File: src/design/sirdx_pkg.sv
package sirdx_pkg;

    localparam int DIGIT_W = 6;
    localparam int CHAR_W  = 8;

    localparam logic [CHAR_W-1:0]  CH_MINUS    = 8'h2D;
    localparam logic [CHAR_W-1:0]  CH_ZERO     = 8'h30;
    localparam logic [CHAR_W-1:0]  CH_A        = 8'h41;
    localparam logic [DIGIT_W-1:0] DIGIT_MAX   = 6'd9;
    localparam logic [DIGIT_W-1:0] LETTER_BASE = 6'd10;

    localparam logic [DIGIT_W-1:0] RADIX_MIN   = 6'd2;
    localparam logic [DIGIT_W-1:0] RADIX_MAX   = 6'd36;
    localparam logic [DIGIT_W-1:0] RADIX_RESET = 6'd10;

    // Control of the digit cell row
    typedef struct packed {
        logic clear;     // zero every cell
        logic shift_in;  // double and add one magnitude bit
        logic shift_up;  // move each digit one place towards the top
    } cell_ctrl_t;

    function automatic logic [CHAR_W-1:0] digit_char(input logic [DIGIT_W-1:0] d);
        logic [CHAR_W-1:0] d_ext;
        d_ext = {{(CHAR_W-DIGIT_W){1'b0}}, d};
        if (d > DIGIT_MAX)
            digit_char = d_ext - {{(CHAR_W-DIGIT_W){1'b0}}, LETTER_BASE} + CH_A;
        else
            digit_char = d_ext + CH_ZERO;
    endfunction

endpackage

File: src/design/signed_int_to_radix_ascii.sv
// Signed integer to radix text.
// Input channel (in_valid / in_stall / value): one signed VALUE_WIDTH-bit integer
// per transfer. Output channel (out_valid / out_stall / char_code / last_char):
// the text form in the configured radix, most significant digit first, one ASCII
// character per transfer; a negative value is led by '-', digits above 9 use
// 'A' to 'Z', and last_char marks the final character. Zero gives a single '0'.
// Configuration: radix_we / radix_wdata write the radix (reset 10); values
// below 2 or above 36 act as 2 and 36. Write it only while the block is idle.
// Operation: the magnitude is shifted MSB first through a row of digit cells,
// one bit per cycle, until every magnitude bit has entered the cells.
// Emission then walks the cells from the top, one cell per cycle while the
// output register can take a character: leading zero cells are dropped, each
// other cell gives one character, and the sign goes out first. in_stall is
// high from acceptance until the last character is loaded into the output
// register. A stalled output holds its character and simply holds emission.
// Reset empties the output register, returns to idle and sets the radix to 10.
module signed_int_to_radix_ascii #(
    parameter int VALUE_WIDTH = 32
) (
    input  logic                              clk,
    input  logic                              rst_n,
    input  logic                              radix_we,
    input  logic [sirdx_pkg::DIGIT_W-1:0]     radix_wdata,
    input  logic                              in_valid,
    output logic                              in_stall,
    input  logic signed [VALUE_WIDTH-1:0]     value,
    output logic                              out_valid,
    input  logic                              out_stall,
    output logic [sirdx_pkg::CHAR_W-1:0]      char_code,
    output logic                              last_char
);
    import sirdx_pkg::*;

    localparam int CNT_W = $clog2(VALUE_WIDTH + 1);

    localparam logic [1:0] ST_IDLE = 2'd0;
    localparam logic [1:0] ST_CONV = 2'd1;
    localparam logic [1:0] ST_EMIT = 2'd2;

    logic [1:0]             state_reg, state_next;
    logic [CNT_W-1:0]       cnt_reg, cnt_next;
    logic                   neg_reg, neg_next;
    logic                   started_reg, started_next;
    logic [DIGIT_W-1:0]     radix_reg, radix_next;
    logic [DIGIT_W-1:0]     radix_eff_reg, radix_eff_next;
    logic [VALUE_WIDTH-1:0] mag_reg, mag_next;

    logic                   in_accept;
    logic [VALUE_WIDTH-1:0] value_u;
    cell_ctrl_t             cell_ctrl;
    logic [DIGIT_W-1:0]     top_digit;
    logic                   can_load;
    logic                   ld;
    logic [CHAR_W-1:0]      ld_char;
    logic                   ld_last;
    logic                   skip;
    logic                   cnt_one;

    assign in_stall  = (state_reg != ST_IDLE);
    assign in_accept = in_valid && !in_stall;
    assign value_u   = value;
    assign cnt_one   = (cnt_reg == CNT_W'(1));

    // Leading zero cell: drop it unless it is the only digit left
    assign skip = (state_reg == ST_EMIT) && !started_reg && (top_digit == '0) && !cnt_one;

    always_comb
    begin
        state_next     = state_reg;
        cnt_next       = cnt_reg;
        neg_next       = neg_reg;
        started_next   = started_reg;
        mag_next       = mag_reg;
        radix_eff_next = radix_eff_reg;
        radix_next     = radix_we ? radix_wdata : radix_reg;
        cell_ctrl      = '0;
        ld             = 1'b0;
        ld_char        = CH_MINUS;
        ld_last        = 1'b0;

        unique case (state_reg)
            ST_IDLE:
            begin
                if (in_accept)
                begin
                    neg_next = value_u[VALUE_WIDTH-1];
                    mag_next = value_u[VALUE_WIDTH-1] ? (~value_u + VALUE_WIDTH'(1)) : value_u;
                    if (radix_reg < RADIX_MIN)
                        radix_eff_next = RADIX_MIN;
                    else if (radix_reg > RADIX_MAX)
                        radix_eff_next = RADIX_MAX;
                    else
                        radix_eff_next = radix_reg;
                    cnt_next        = CNT_W'(VALUE_WIDTH);
                    cell_ctrl.clear = 1'b1;
                    state_next      = ST_CONV;
                end
            end
            ST_CONV:
            begin
                // Advance one magnitude bit, MSB first, into the cells
                cell_ctrl.shift_in = 1'b1;
                mag_next           = {mag_reg[VALUE_WIDTH-2:0], 1'b0};
                cnt_next           = cnt_reg - CNT_W'(1);
                if (cnt_one)
                begin
                    cnt_next     = CNT_W'(VALUE_WIDTH);
                    started_next = 1'b0;
                    state_next   = ST_EMIT;
                end
            end
            ST_EMIT:
            begin
                if (skip)
                begin
                    cell_ctrl.shift_up = 1'b1;
                    cnt_next           = cnt_reg - CNT_W'(1);
                end
                if (neg_reg)
                begin
                    // Sign goes out first; leading zeros may drop meanwhile
                    if (can_load)
                    begin
                        ld       = 1'b1;
                        ld_char  = CH_MINUS;
                        neg_next = 1'b0;
                    end
                end
                else if (!skip && can_load)
                begin
                    ld                 = 1'b1;
                    ld_char            = digit_char(top_digit);
                    ld_last            = cnt_one;
                    cell_ctrl.shift_up = 1'b1;
                    started_next       = 1'b1;
                    cnt_next           = cnt_reg - CNT_W'(1);
                    if (cnt_one)
                        state_next = ST_IDLE;
                end
            end
            default:
            begin
                state_next = ST_IDLE;
            end
        endcase
    end

    always_ff @(posedge clk or negedge rst_n)
    begin
        if (!rst_n)
        begin
            state_reg   <= ST_IDLE;
            cnt_reg     <= '0;
            neg_reg     <= 1'b0;
            started_reg <= 1'b0;
            radix_reg   <= RADIX_RESET;
        end
        else
        begin
            state_reg   <= state_next;
            cnt_reg     <= cnt_next;
            neg_reg     <= neg_next;
            started_reg <= started_next;
            radix_reg   <= radix_next;
        end
    end

    always_ff @(posedge clk)
    begin
        mag_reg       <= mag_next;
        radix_eff_reg <= radix_eff_next;
    end

    sirdx_cell_row #(
        .NUM_CELLS (VALUE_WIDTH)
    ) u_cells (
        .clk       (clk),
        .ctrl      (cell_ctrl),
        .radix     (radix_eff_reg),
        .bit_in    (mag_reg[VALUE_WIDTH-1]),
        .top_digit (top_digit)
    );

    sirdx_out_stage u_out (
        .clk       (clk),
        .rst_n     (rst_n),
        .load      (ld),
        .load_char (ld_char),
        .load_last (ld_last),
        .can_load  (can_load),
        .out_valid (out_valid),
        .out_stall (out_stall),
        .char_code (char_code),
        .last_char (last_char)
    );

    // No character is produced outside emission
    assert property (@(posedge clk) disable iff (!rst_n)
        (state_reg != ST_EMIT) |-> !ld)
        else $error("character loaded outside emission");

    // The final character returns the block to idle
    assert property (@(posedge clk) disable iff (!rst_n)
        (ld && ld_last) |=> (state_reg == ST_IDLE))
        else $error("last character did not end the item");

    // The sign never follows a digit of the same number
    assert property (@(posedge clk) disable iff (!rst_n)
        (ld && neg_reg) |-> !started_reg)
        else $error("sign emitted after a digit");

    // Conversion always hands over to emission with a full digit count
    assert property (@(posedge clk) disable iff (!rst_n)
        (state_reg == ST_CONV && state_next == ST_EMIT) |=> (cnt_reg == CNT_W'(VALUE_WIDTH)))
        else $error("emission started with a wrong digit count");

endmodule

File: src/design/sirdx_cell_row.sv
module sirdx_cell_row #(
    parameter int NUM_CELLS = 32
) (
    input  logic                         clk,
    input  sirdx_pkg::cell_ctrl_t        ctrl,
    input  logic [sirdx_pkg::DIGIT_W-1:0] radix,
    input  logic                         bit_in,
    output logic [sirdx_pkg::DIGIT_W-1:0] top_digit
);
    import sirdx_pkg::*;

    logic [DIGIT_W-1:0] cell_reg  [NUM_CELLS];
    logic [DIGIT_W-1:0] cell_next [NUM_CELLS];

    // Each cell holds one digit below the radix; a new bit enters cell 0 and
    // the carry (2*digit + carry_in >= radix) ripples upwards like an adder carry.
    always_comb
    begin
        logic [DIGIT_W:0] r_ext;
        logic [DIGIT_W:0] dbl;
        logic [DIGIT_W:0] sum;
        logic             c;
        logic             cout;
        r_ext = {1'b0, radix};
        c     = bit_in;
        for (int i = 0; i < NUM_CELLS; i++)
        begin
            dbl  = {cell_reg[i], 1'b0};
            sum  = dbl | {{DIGIT_W{1'b0}}, c};
            cout = (dbl >= r_ext) || (c && (dbl == (r_ext - 7'd1)));
            if (ctrl.clear)
                cell_next[i] = '0;
            else if (ctrl.shift_in)
                cell_next[i] = cout ? DIGIT_W'(sum - r_ext) : sum[DIGIT_W-1:0];
            else if (ctrl.shift_up)
                cell_next[i] = (i == 0) ? '0 : cell_reg[(i == 0) ? 0 : i-1];
            else
                cell_next[i] = cell_reg[i];
            c = cout;
        end
    end

    always_ff @(posedge clk)
    begin
        for (int i = 0; i < NUM_CELLS; i++)
            cell_reg[i] <= cell_next[i];
    end

    assign top_digit = cell_reg[NUM_CELLS-1];

endmodule

File: src/design/sirdx_out_stage.sv
module sirdx_out_stage (
    input  logic                         clk,
    input  logic                         rst_n,
    input  logic                         load,
    input  logic [sirdx_pkg::CHAR_W-1:0] load_char,
    input  logic                         load_last,
    output logic                         can_load,
    output logic                         out_valid,
    input  logic                         out_stall,
    output logic [sirdx_pkg::CHAR_W-1:0] char_code,
    output logic                         last_char
);
    import sirdx_pkg::*;

    logic              valid_reg;
    logic              valid_next;
    logic [CHAR_W-1:0] char_reg;
    logic              last_reg;

    // Free when empty or when the held character transfers this cycle
    assign can_load   = !valid_reg || !out_stall;
    assign valid_next = load ? 1'b1 : (valid_reg && out_stall);

    always_ff @(posedge clk or negedge rst_n)
    begin
        if (!rst_n)
            valid_reg <= 1'b0;
        else
            valid_reg <= valid_next;
    end

    always_ff @(posedge clk)
    begin
        if (load)
        begin
            char_reg <= load_char;
            last_reg <= load_last;
        end
    end

    assign out_valid = valid_reg;
    assign char_code = char_reg;
    assign last_char = last_reg;

endmodule
File: config.mk
export PLATFORM = sky130hd
export DESIGN_NAME = signed_int_to_radix_ascii
export DESIGN_NICKNAME = d
export VERILOG_FILES = /design/src/design/sirdx_pkg.sv /design/src/design/signed_int_to_radix_ascii.sv /design/src/design/sirdx_cell_row.sv /design/src/design/sirdx_out_stage.sv
export SDC_FILE = /design/constraint.sdc
export NUM_CORES = 1
export LEC_CHECK = 0
export ABC_AREA = 1
export ABC_CLOCK_PERIOD_IN_PS = 8300
export BUFFER_PORTS_ARGS = -buffer_cell sky130_fd_sc_hd__clkbuf_2
export CAP_MARGIN = 30
export CORE_UTILIZATION = 55
export DETAILED_ROUTE_END_ITERATION = 16
export MAX_ROUTING_LAYER = met4
export PLACE_DENSITY = 0.74
export SYNTH_ARGS = -nofsm -noshare
export SYNTH_HDL_FRONTEND = slang
export SYNTH_SLANG_ARGS = --single-unit
File: constraint.sdc
create_clock -name clk -period 8.3 [get_ports clk]
set_clock_uncertainty 0.2 [all_clocks]
set_input_delay 0.83 -clock clk [delete_from_list [all_inputs] [get_ports clk]]
set_output_delay 0.83 -clock clk [all_outputs]
set_load 0.02 [all_outputs]
* After elaboration in Yosys (flattened, before gate mapping)
Memory sizes are Yosys's and may differ from the RTL's.
Index checks and enable logic that the tools add are counted.
W data, S select, Z words.
** Operators by class
- $add $sub $neg :: 38
- Magnitude comparators :: 35
- Equal/unequal tests :: 40
- Muxes and demuxes :: 165
- Bitwise gates (word level) :: 35
- Reduce and logical (&&, ||, !) cells :: 92
** Operator list (count)
- $mux W6 :: 134
- $eq A7 B7 Y1 :: 32
- $ge A7 B6 Y1 :: 32
- $or A6 B1 Y6 :: 32
- $sub A6 B6 Y6 :: 32
- $mux W32 :: 2
- $pmux W32 S2 :: 1
- $logic_and A1 B1 Y1 :: 38
- $logic_or A1 B1 Y1 :: 33
- $add A32 B1 Y32 const B :: 1
- $not A32 Y32 :: 1
- $mux W1 :: 18
- $pmux W6 S3 :: 1
- $mux W2 :: 5
- $add A8 B7 Y8 const B :: 1
- $mux W8 :: 1
- $ne A2 B2 Y1 const B :: 4
- $reduce_and A2 Y1 :: 4
- $reduce_bool A2 Y1 :: 4
- $add A6 B6 Y7 const B :: 1
- $sub A6 B1 Y7 const B :: 1
- $sub A6 B4 Y7 const B :: 1
- $eq A6 B1 Y1 const B :: 1
- $gt A6 B4 Y1 const B :: 1
- other kinds (17) :: 24
** Storage, ports and cells
- Register bits :: 64
- Memory bits (writable) :: 192
- Bits of input ports :: 43
- Output and inout bits :: 11
- Word-level logic and storage cells :: 417
- Memories kept :: 1
** Memories
- u_cells.cell_reg :: depth 32, bits a word 6, read ports 32, clocked after Yosys merged registers in 0, wr ports 32, line sirdx_cell_row.sv:12 : logic [DIGIT_W-1:0] cell_reg [NUM_CELLS];

* Longest topological paths before layout
Gate-level depths: netlist of run 1.
- Word-level depth :: 69
- Mapped depth :: 52
- Gate-level depth less buffers :: 51

* Hierarchy
A second synthesis of run 1 with hierarchy kept.
** Unflattened totals
- Cell total of the unflattened synthesis :: 3218
- Area total of the unflattened synthesis :: 23441.2 um2
** By module, submodules not included
- sirdx_cell_row :: instances 1, cells each 2654, area an instance 19099.6 um2, sequential area each 3843.7 um2
- signed_int_to_radix_ascii :: instances 1, cells each 551, area an instance 4030.1 um2, sequential area each 1544.0 um2
- sirdx_out_stage :: instances 1, cells each 13, area an instance 311.5 um2, sequential area each 295.3 um2

* Worst setup path after synthesis of run 1
OpenSTA, ideal clock, no wires.
- Path type :: register to register
- From :: register radix_eff_reg[1]
- To :: memory u_cells.cell_reg[30][4], in the netlist u_cells.cell_reg[1][88]
- Setup time :: 0.119 ns
- Arrival :: 7.780 ns
- Data required time :: 7.981 ns
- Path slack :: 0.200 ns
- Cell stages (with the launch flop) :: 44
- Buffers on the path :: 2
- Period minus slack after synthesis :: 8.100 ns
- Cells stage by stage :: edfxtp_1 > inv_1 > ha_1 > clkbuf_1 > a21oi_1 > o2111ai_1 > nor2_1 > nand3_1 > o21ai_1 > nand3_2 > nand3_2 > nand3_1 > nand3_2 > nand3_2 > nand3_2 > nand3_2 > nand3_2 > nand3_2 > [... 8 more ...] > nand3_2 > nand3_2 > nand3_2 > nand3_2 > nand3_2 > nand3_2 > nand3_2 > nand3_2 > nand3_4 > nand2_2 > buf_6 > ha_1 > fa_1 > o21ai_0 > xnor2_1 > a21oi_1 > o21ai_1 > a21oi_1
** RTL lines
- start: declaration :: line signed_int_to_radix_ascii.sv:45 : logic [DIGIT_W-1:0] radix_eff_reg, radix_eff_next;
- start signal: assignment :: line signed_int_to_radix_ascii.sv:171 : radix_eff_reg <= radix_eff_next;
- end: declaration :: line sirdx_cell_row.sv:12

==> results.md, run 1 <==
- Status: finished clean
- Asr flop ratio synth: 6.64%
- Min cycle time layout: about 7.5 ns
- Max_slew headroom: 34.1%
- Postcts setup bufs: 0
- Worst-skew pair later-pin latency: between 0.5 and 0.6 ns
- Via count: around 23000
- Post-synth top area cell: dfxtp_1
- Post-DP HPWL: roughly 44000 µm
- Max_cap viols: 0
- Clock buffer count from CTS: 34
- Most common cell on crit path: nand3_2
- Vias in the first global route: around 22000
- DIE AREA: between 40000 and 50000 µm²
- M3 GR Usage: about 3.6%
- Final #Nets: 3385
- Worst r2r path cells: 45
- Crit Path Max Fanout: 46
- Syn Std Cell Area: between 20000 and 25000 µm²
- Peak supply drop: about 0.29 mV
- Total iterations of the first detailed-routing run: 7
- R2R Setup Slk: roughly 0.83 ns
- Crit-path slowest cell: buf_4
- Number of flops mapped to enable cells by yosys: 47
- Final hold viol count: 0
- WP data required: 8.54 ns
- Clock Sinks: 256
- Starting Density: a little under three fifths
- First-pass GRT wire length: 109000 µm
- Share of cells above drive strength 1: under 10%
- Largest net degree at the start of global routing: between 150 and 200
- Post_cts resized: 0
- Area Overhead vs Synth: 7.15%
- GR peak layer: met2
- Max FFs per register: around 190
- Max Fclk: about 130 MHz
- Grt met2 use: about 53%
- Clock transition at path regs: 0.06 ns
- Main synth FF type: dfxtp_1
- Die H: between 200 and 250 µm
- Synth cell count leaders: nand2_1, o21ai_0, a21oi_1, inv_1, ha_1
- Arr. time, crit path: slightly below 8 ns
- PwrDens: approximately 500 nW/µm²
- # DRC: 0
- DR vias/cell: about 6.2
- Worst slew pin tran: about 1 ns
- Synth Register Bits: around 260
- CP endpoint kind: flop
- Post-synthesis cell type count: between 50 and 60
- Critical path type: reg2reg
- WL per Instance: approximately 18 µm
- Final WL: between 60000 and 70000 µm
- M1 GR Usage: about two fifths
- Port bufs: 53
- Filler cell count: ~3700
- CP max stage delay: around 0.62 ns
- Static Leak: around 10 nW
- H-tree depth: 2
- Most frequent cell after synthesis: nand2_1
- Yosys top cell area share: 16.8%
- I/O Pins: 54
- Final Non-Filler Cells: 3659
- Die span in x: 206 µm
- Total track usage: between 30% and 40%
- Initial antenna violation count: 0
- CTS tree: done
- Inserted Diodes: 0
- CP startpoint kind: flop
- Unrepaired setup endpoints after global routing: false
- CTS Hold Bufs: 0
- Fin. max-slew vios: 0
- FF-to-FF End: u_cells.cell_reg[1][94]
- YS warnings: 0
- CTS Root Cell: clkbuf_16
- Grt total ovfl: 0
- Kind of path behind the tightest hold check: in2async
- Setup TNS Final: 0 ns
- CORE AREA: 40900 µm²
- Final GP Congestion: roughly 0.93
- 1st-iter DRT viols: around 2000
- Final Setup Violations: 0
- R2R Path Start: radix_eff_reg[0]
- Fin crit share: between 90 and 100%
- Antenna-violating nets left: 0
- DP Cell Count: 3599
- Synth Instances: 3151
- Seq/Total Area, Yosys: 24.9%
- CTS Buffer Depth: 3
- Syn_area_per_cell: 7.25 µm²
- Synth Net Count: about 3400
- Std-Cell Rows: 74
- Synth area leaders: dfxtp_1, ha_1, o21ai_0, a21oi_1, nand2_1
## layout by cell type (no fill, tap or decap), types with 12 or more instances in the layout
cell type / Yosys / final
a21oi_1: 386 / 386
or2_2: 15 / 15
inv_1: 229 / 223
o211ai_1: 57 / 57
nand3_1: 116 / 116
o21ai_0: 444 / 443
nand4_1: 12 / 12
ha_1: 207 / 205
nand2_2: 12 / 12
dfrtp_1: 15 / 15
nand3_2: 29 / 29
a31oi_1: 134 / 134
xnor2_1: 111 / 111
edfxtp_1: 47 / 47
a2111oi_0: 13 / 13
a211oi_1: 16 / 16
buf_4: 0 / 25
nor2_1: 108 / 108
fa_1: 32 / 32
xor2_1: 141 / 141
clkbuf_2: 0 / 53
nand2_1: 513 / 512
a22oi_1: 30 / 30
nor3_1: 44 / 44
dfxtp_1: 192 / 192
clkbuf_16: 0 / 35
## critical path: cells and delay by family, from the launching register on
family	cells	cell delay [ns]
adders and majority gates	2	0.59
xor gates and xnor gates	1	0.19
AOI/OAI and AO/OA	3	0.61
DFF	1	0.38
buffers and inverters	3	1.15
and+or+nand+nor	36	4.17
## power by group
| part | leakage, nW | total [W] | internal, W | switching [W] |
|---|---|---|---|---|
| Sequential | 2.26 | 0.00279 | 0.00193 | 0.000854 |
| Combinational | 7.63 | 0.00792 | 0.00291 | 0.00501 |
| Clock | 0.555 | 0.00155 | 0.000942 | 0.000608 |
## logic make-up after synthesis
logic type               synth area share (%)
AO/OA/AOI/OAI                            27.5
XOR/XNOR                                 9.66
adder cells (fa/ha/maj)                  14.1
buffers and inverters                    6.86
flip-flops                               24.9
AND/OR/NAND/NOR                          17.0
## layer usage
layer  up-vias  wire (µm)
li1      11000          -
met1     10600      29000
met2       927      31100
met3       182       4900
met4         0       2490
met5         -          0
## layout make-up
cell class	count	area, µm²	share of cell area [%]
clock buffer	49	978	3.99
clock inverter	11	155	0.633
inverter	237	905	3.69
multi-input combinational	2495	15600	63.8
sequential	256	5680	23.2
tap	532	666	2.72
timing repair buffer	79	473	1.93
## metrics by stage
step	utilization [%]	setup WS, ns	instance area [µm²]	total power (W)	hold WS, ns
after global routing	59.9	0.223	24500	0.0134	0.0474
after detailed placement	57.1	1.04	23400	0.0105	0.234
after floorplan	-	0.200	22900	0.00873	0.253
after global placement	57.1	1.20	23400	0.0103	0.258
final	59.9	0.826	24500	0.0123	0.0143
after CTS	59.9	0.972	24500	0.0121	0.0112
## worst max path at each step
stage	from	end	slack [ns]	cells past startpoint
6_report	radix_eff_reg[0]	u_cells.cell_reg[1][94]	0.83	45
5_1_grt	radix_eff_reg[1]	u_cells.cell_reg[1][94]	0.22	50
4_1_cts	radix_eff_reg[1]	u_cells.cell_reg[1][94]	0.97	50
3_5_place_dp	radix_eff_reg[1]	u_cells.cell_reg[1][94]	1.04	50
3_3_place_gp	radix_eff_reg[1]	u_cells.cell_reg[1][94]	1.20	50
2_1_floorplan	radix_eff_reg[1]	u_cells.cell_reg[1][88]	0.20	43
No activity file was read; power rests on OpenSTA's default activity.
==> run 2, diff against run 1 <==
--- a/config.mk
+++ b/config.mk
@@ -5,7 +5,6 @@
 export SDC_FILE = /design/constraint.sdc
 export NUM_CORES = 1
 export LEC_CHECK = 0
-export ABC_AREA = 1
 export ABC_CLOCK_PERIOD_IN_PS = 8300
 export BUFFER_PORTS_ARGS = -buffer_cell sky130_fd_sc_hd__clkbuf_2
 export CAP_MARGIN = 30
==> results.md, run 2 <==
- Status: finished clean
- Initial antenna violation count: 0
- I/O Pins: 54
- Arr. time, crit path: a little over 7 ns
- Seq/Total Area, Yosys: around 22%
- Main synth FF type: dfxtp_1
- Synth cell count leaders: nand2_1, a21oi_1, o21ai_0, ha_1, dfxtp_1
- Int Power: between 0.006 and 0.007 W
- CP startpoint kind: flop
- DP Cell Count: about 3800
- Final Setup Violations: 0
- Peak supply drop: between 0.2 and 0.3 mV
- Static Leak: 11.6 nW
- Area Overhead vs Synth: 6.79%
- Setup TNS Final: 0 ns
- Largest net degree at the start of global routing: approximately 100
- Max_cap viols: 0
- Syn_area_per_cell: 7.81 µm²
- Final GP Congestion: ~0.94
- Synth Net Count: 3527
- Fin. max-slew vios: 0
- Share of cells above drive strength 1: under 10%
- Fin util: about three fifths
- CTS Root Cell: clkbuf_16
- Most frequent cell after synthesis: nand2_1
- Met3 WL: about 5700 µm
- Total iterations of the first detailed-routing run: 7
- Inserted Diodes: 0
- Clock share of power: a little over a tenth
- Grt total ovfl: 0
- Worst-skew pair later-pin latency: between 0.5 and 0.6 ns
- Crit Path Max Fanout: 29
- Comb power frac: 68.8%
- Critical path type: reg2reg
- H-tree depth: 2
- Antenna-violating nets left: 0
- Finished Cell Area: 27000 µm²
- Final hold viol count: 0
- Clock buffer count from CTS: 34
- CTS Buffer Depth: 3
- Number of flops mapped to enable cells by yosys: 47
- DR vias/cell: approximately 6.4
- Post_cts resized: 0
- Commonest non-fill, non-tap cell in the layout: nand2_1
- Synth Instances: between 3000 and 4000
- Post-synth top area cell: dfxtp_1
- Kind of path behind the tightest hold check: in2async
- Starting Density: between 50% and 60%
- Postcts setup bufs: 0
- Die span in x: ~220 µm
- Hold slack: roughly 0.0099 ns
- First-pass GRT wire length: 125000 µm
- Metal-1 WL: around 33000 µm
- CORE AREA: between 40000 and 50000 µm²
- # DRC: 0
- Post-DP Area: around 26000 µm²
- Final Non-Filler Cells: roughly 3800
- Met2 WL post-DR: 36300 µm
- PwrDens: just over 500 nW/µm²
- Clock transition at path regs: ~0.060 ns
- Min cycle time layout: just under 7 ns
- Register share of total power: 20.8%
- Die H: around 220 µm
- Clock Sinks: 256
- Max FFs per register: approximately 190
- 1st-iter DRT viols: 2106
- Worst slew pin tran: between 1 and 1.5 ns
- Asr flop ratio synth: 6.64%
- CP endpoint kind: flop
- CTS tree: done
- CTS Hold Bufs: 0
- Net switching power: between 0.007 and 0.008 W
- Fin crit share: a little over 80%
- Post-DP HPWL: roughly 52000 µm
- WL per Instance: roughly 20 µm
- Syn Std Cell Area: 25300 µm²
- Std-Cell Rows: ~80
- Unrepaired setup endpoints after global routing: false
- Synth area leaders: dfxtp_1, ha_1, nand2_1, xnor2_1, edfxtp_1
- Vias in the first global route: 23700
- Yosys top cell area share: around 15%
- Final #Nets: 3481
- WP data required: between 8 and 9 ns
- Net switching fraction of the power: between 50% and 60%
- Via count: 24600
- CP cell instances: buf_4 > inv_2 > ha_2 > or4b_4 > nor2_4 > xor2_1 > nor4_1 > a21boi_2 > o2111ai_2 > a31oi_4 > a211oi_1 > buf_4 > o21a_1 > o21ai_2 > inv_1 > ha_1 > fa_1 > inv_1 > a21o_1 > a21oi_1 > xor2_1 > nor2_1 > a21oi_1 > a211oi_1
- Top Layer Used: met4
- CP max stage delay: 0.64 ns
- Commonest non-fill, non-tap cells in the layout: nand2_1, a21oi_1, o21ai_0
- Final WL: 78000 µm
- Port bufs: between 50 and 60
- Total track usage: about a third
- YS warnings: 0
- Post-synthesis cell type count: 105
- DIE AREA: about 47000 µm²
- Crit-path slowest cell: or4b_4
- Synth Register Bits: ~260
- Max_slew headroom: 29.8%
- Max Fclk: approximately 150 MHz
[run 2: cell count changes in the layout (fill, tap and decap cells not counted), sizes merged, moves of 85 or more]
| cell | previous run | this run |
|---|---|---|
| a21oi | 389 | 255 |
| nand3 | 148 | 43 |
| a31oi | 134 | 36 |
| a211oi | 16 | 101 |
| o21ai | 454 | 256 |
| inv | 235 | 143 |
| mux2i | 0 | 85 |
[run 2: routing by layer]
metal / vias to the layer above / GRT usage (%)
met5: - / -
met4: 0 / 15.3
met3: 214 / 3.27
met2: 1075 / 54.6
met1: 11700 / 42.6
li1: 11500 / -
[run 2: logic make-up after synthesis]
group | after synthesis | share of synthesized area (%)
AO/OA/AOI/OAI | 954 | 24.6
XOR/XNOR | 306 | 11.4
adder cells (fa/ha/maj) | 240 | 12.8
buffers and inverters | 321 | 5.18
flip-flops | 256 | 22.4
multiplexers | 92 | 3.67
AND/OR/NAND/NOR | 1076 | 19.9
[run 2: layout make-up]
cell class                 count  area, µm²
timing repair buffer          98        661
clock inverter                11       93.8
tap                          600        751
multi-input combinational   2668      18400
sequential                   256       5680
clock buffer                  47        930
fill                        4076      18300
inverter                     141        534
[run 2: final timing paths]
path | start | to | slack [ns] | cells after the start
setup / recovery | radix_eff_reg[0] | u_cells.cell_reg[0][76] | 1.44 | 24
hold / removal | rst_n | u_out.out_valid | 0.01 | 1
setup reg to reg | radix_eff_reg[0] | u_cells.cell_reg[0][76] | 1.44 | 24
hold reg to reg | cnt_reg[4] | cnt_reg[4] | 0.30 | 1
max in group asynchronous | rst_n | radix_reg[1] | 7.53 | 1
min in group clk | radix_wdata[5] | radix_reg[5] | 0.29 | 3
[run 2: per-stage QoR]
stage,setup WS (ns),total power (W)
6_report,1.44,0.0137
3_5_place_dp,1.59,0.0120
5_1_grt,1.12,0.0148
3_3_place_gp,1.77,0.0117
2_1_floorplan,0.755,0.00986
4_1_cts,1.57,0.0135
[run 2: power groups by stage]
stage / Clock (W) / Sequential, W / Combinational (W)
CTS: 0.00145 / 0.00279 / 0.00925
global route: 0.00149 / 0.00289 / 0.0104
finish: 0.00143 / 0.00284 / 0.00939
floorplan: 0 / 0.00248 / 0.00738
detailed placement: 0 / 0.00282 / 0.00917
global placement: 0 / 0.00279 / 0.00887
[run 2: worst max-delay path: cells and delay by family, from the launching register on]
family	cells	cell delay, ns
AND/OR/NAND/NOR	4	1.68
XOR/XNOR	2	0.28
adder cells (fa/ha/maj)	3	1.06
flip-flops	1	0.38
AO/OA/AOI/OAI	10	2.37
buffers and inverters	5	0.77
==> run 3, diff against run 2 <==
--- a/config.mk
+++ b/config.mk
@@ -5,13 +5,14 @@
 export SDC_FILE = /design/constraint.sdc
 export NUM_CORES = 1
 export LEC_CHECK = 0
-export ABC_CLOCK_PERIOD_IN_PS = 8300
+export ABC_AREA = 1
+export ABC_CLOCK_PERIOD_IN_PS = 6810
 export BUFFER_PORTS_ARGS = -buffer_cell sky130_fd_sc_hd__clkbuf_2
 export CAP_MARGIN = 30
 export CORE_UTILIZATION = 55
 export DETAILED_ROUTE_END_ITERATION = 16
 export MAX_ROUTING_LAYER = met4
-export PLACE_DENSITY = 0.74
+export PLACE_DENSITY = 0.71
 export SYNTH_ARGS = -nofsm -noshare
 export SYNTH_HDL_FRONTEND = slang
 export SYNTH_SLANG_ARGS = --single-unit
==> constraint.sdc (replaced) <==
create_clock -name clk -period 6.81 [get_ports clk]
set_clock_uncertainty 0.2 [all_clocks]
set_input_delay 0.681 -clock clk [delete_from_list [all_inputs] [get_ports clk]]
set_output_delay 0.681 -clock clk [all_outputs]
set_load 0.02 [all_outputs]
==> results.md, run 3 (synthesis results as in run 1) <==
- Vias in the first global route: between 20000 and 25000
- Final WL: 69400 µm
- Finished Cell Area: roughly 25000 µm²
- Min cycle time layout: around 6.6 ns
- Total track usage: approximately 33%
- Status: finished clean
- Final GP Congestion: approximately 0.94
- Max_cap viols: 0
- H-tree depth: 2
- Hold path cells: 3
- DIE AREA: between 40000 and 50000 µm²
- Worst r2r path cells: between 40 and 50
- Clock buffer count from CTS: 35
- CP startpoint kind: flop
- R2R Path Start: radix_eff_reg[2]
- Post-DP HPWL: ~45000 µm
- Fin util: around 60%
- # DRC: 0
- Filler cell count: 3707
- PwrDens: roughly 600 nW/µm²
- Clock transition at path regs: 0.06 ns
- Net switching fraction of the power: a little over half
- I/O Pins: 54
- Unrepaired setup endpoints after global routing: true
- CP endpoint kind: flop
- Area Overhead vs Synth: 10.3%
- Area of the multi-input gates: 15900 µm²
- Final Setup Violations: 0
- CTS Buffer Depth: 3
- Register share of total power: a little over a fifth
- Fin crit share: between 90 and 100%
- Grt total ovfl: 0
- Std-Cell Rows: 74
- DR vias/cell: 6.23
- Worst-skew pair later-pin latency: 0.56 ns
- Via count: between 20000 and 25000
- CP max stage delay: roughly 0.43 ns
- Initial antenna violation count: 0
- Fin. max-slew vios: 0
- Clock share of power: 12.5%
- Die H: between 200 and 250 µm
- Final #Nets: between 3000 and 4000
- Clock Sinks: about 260
- Crit Path Max Fanout: 8
- Static Leak: about 11 nW
- R2R Setup Slk: approximately 0.24 ns
- WL per Instance: 18.7 µm
- Total iterations of the first detailed-routing run: 6
- Max_slew headroom: between 30% and 40%
- 1st-iter DRT viols: 2235
- Port bufs: 53
- Max FFs per register: 192
- Commonest non-fill, non-tap cells in the layout: nand2_1, o21ai_0, a21oi_1
- Worst Setup EP: u_cells.cell_reg[1][94]
- Most common cell on crit path: nand3_2
- CTS Root Cell: clkbuf_16
- Reg area: roughly 5700 µm²
- Worst slew pin tran: between 0.9 and 1 ns
- Setup TNS Final: 0 ns
- Comb power frac: ~66%
- Share of cells above drive strength 1: under 10%
- CTS tree: done
- Int Power: 0.00730 W
- CORE AREA: ~41000 µm²
- Commonest non-fill, non-tap cell in the layout: nand2_1
- Final hold viol count: 0
- Crit-path slowest cell: edfxtp_1
- Setup slack after layout: around 0.24 ns
- FF-to-FF End: u_cells.cell_reg[1][94]
- First-pass GRT wire length: around 110000 µm
- Antenna-violating nets left: 0
- Pre-CTS WS: roughly 0.17 ns
- Critical path type: reg2reg
- Max Fclk: about 150 MHz
- Post-DP Area: around 24000 µm²
- Peak supply drop: between 0.6 and 0.7 mV
- Largest net degree at the start of global routing: between 200 and 250
- Die span in x: just over 200 µm
- Net switching power: approximately 0.008 W
- WP data required: roughly 7.1 ns
- Starting Density: ~56%
- Arr. time, crit path: ~6.8 ns
- CP Launch Point: radix_eff_reg[2]
- Inserted Diodes: 0
- Kind of path behind the tightest hold check: in2reg
run 3: cell types whose count changed in the layout (fill, tap and decap cells not counted), sizes merged, moves of 68 or more:
cell / delta
inv: +88
a211oi: -85
a21o: -68
o21ai: +198
and3: -76
a31oi: +98
mux2i: -85
a21oi: +134
nand3: +105
run 3: cell type report:
class                           instances  area share, %
Clock buffer                           50           4.14
Clock inverter                         13          0.551
Inverter                              237           3.69
Multi-Input combinational cell       2496           63.0
Sequential cell                       256           22.5
Tap cell                              532           2.64
Timing Repair Buffer                  122           3.45
run 3: power groups by stage:
stage	Sequential [W]	Combinational, W	Clock (W)
4_1_cts	0.00332	0.00976	0.00194
2_1_floorplan	0.00301	0.00776	0
5_1_grt	0.00344	0.0113	0.00199
6_report	0.00337	0.0100	0.00191
3_3_place_gp	0.00333	0.00946	0
3_5_place_dp	0.00334	0.00970	0
run 3: critical path: cells and delay by family (launching register included):
family                     cells  cell delay, ns
AOI/OAI and AO/OA              5            0.60
xor gates and xnor gates       1            0.18
adders and majority gates      3            0.92
buffers and inverters          3            0.43
DFF                            1            0.43
and+or+nand+nor               33            3.66
run 3: repair_timing:
action / in CTS / in global routing
hold buffers: 1 / 0
resized for setup: 0 / 37
endpoints found under the hold margin: 15 / 0
endpoints found under the setup margin: 0 / 21
setup buffers: 0 / 16
run 3: worst min path at each step:
stage / to / slack [ns] / startpoint
after floorplan: cnt_reg[0] / 0.19 / rst_n
after global placement: radix_eff_reg[5] / 0.28 / radix_reg[5]
after detailed placement: radix_eff_reg[5] / 0.28 / radix_reg[5]
after CTS: radix_reg[2] / 0.12 / radix_wdata[2]
after global routing: radix_reg[5] / 0.14 / radix_wdata[5]
final: radix_reg[2] / 0.13 / radix_wdata[2]
run 3: through the flow:
step	hold WS, ns	total power (W)	cells
after global placement	0.278	0.0128	3623
after CTS	0.117	0.0150	3687
after floorplan	0.185	0.0108	3151
after global routing	0.143	0.0167	3706
after detailed placement	0.279	0.0130	3623
final	0.133	0.0153	3706
run 3: per-layer routing:
layer / share of wire [%] / global-route usage (%)
met1: 43 / 42.3
met2: 46 / 52.9
met3: 6.8 / 3.50
met4: 3.9 / 13.6
met5: 0 / -
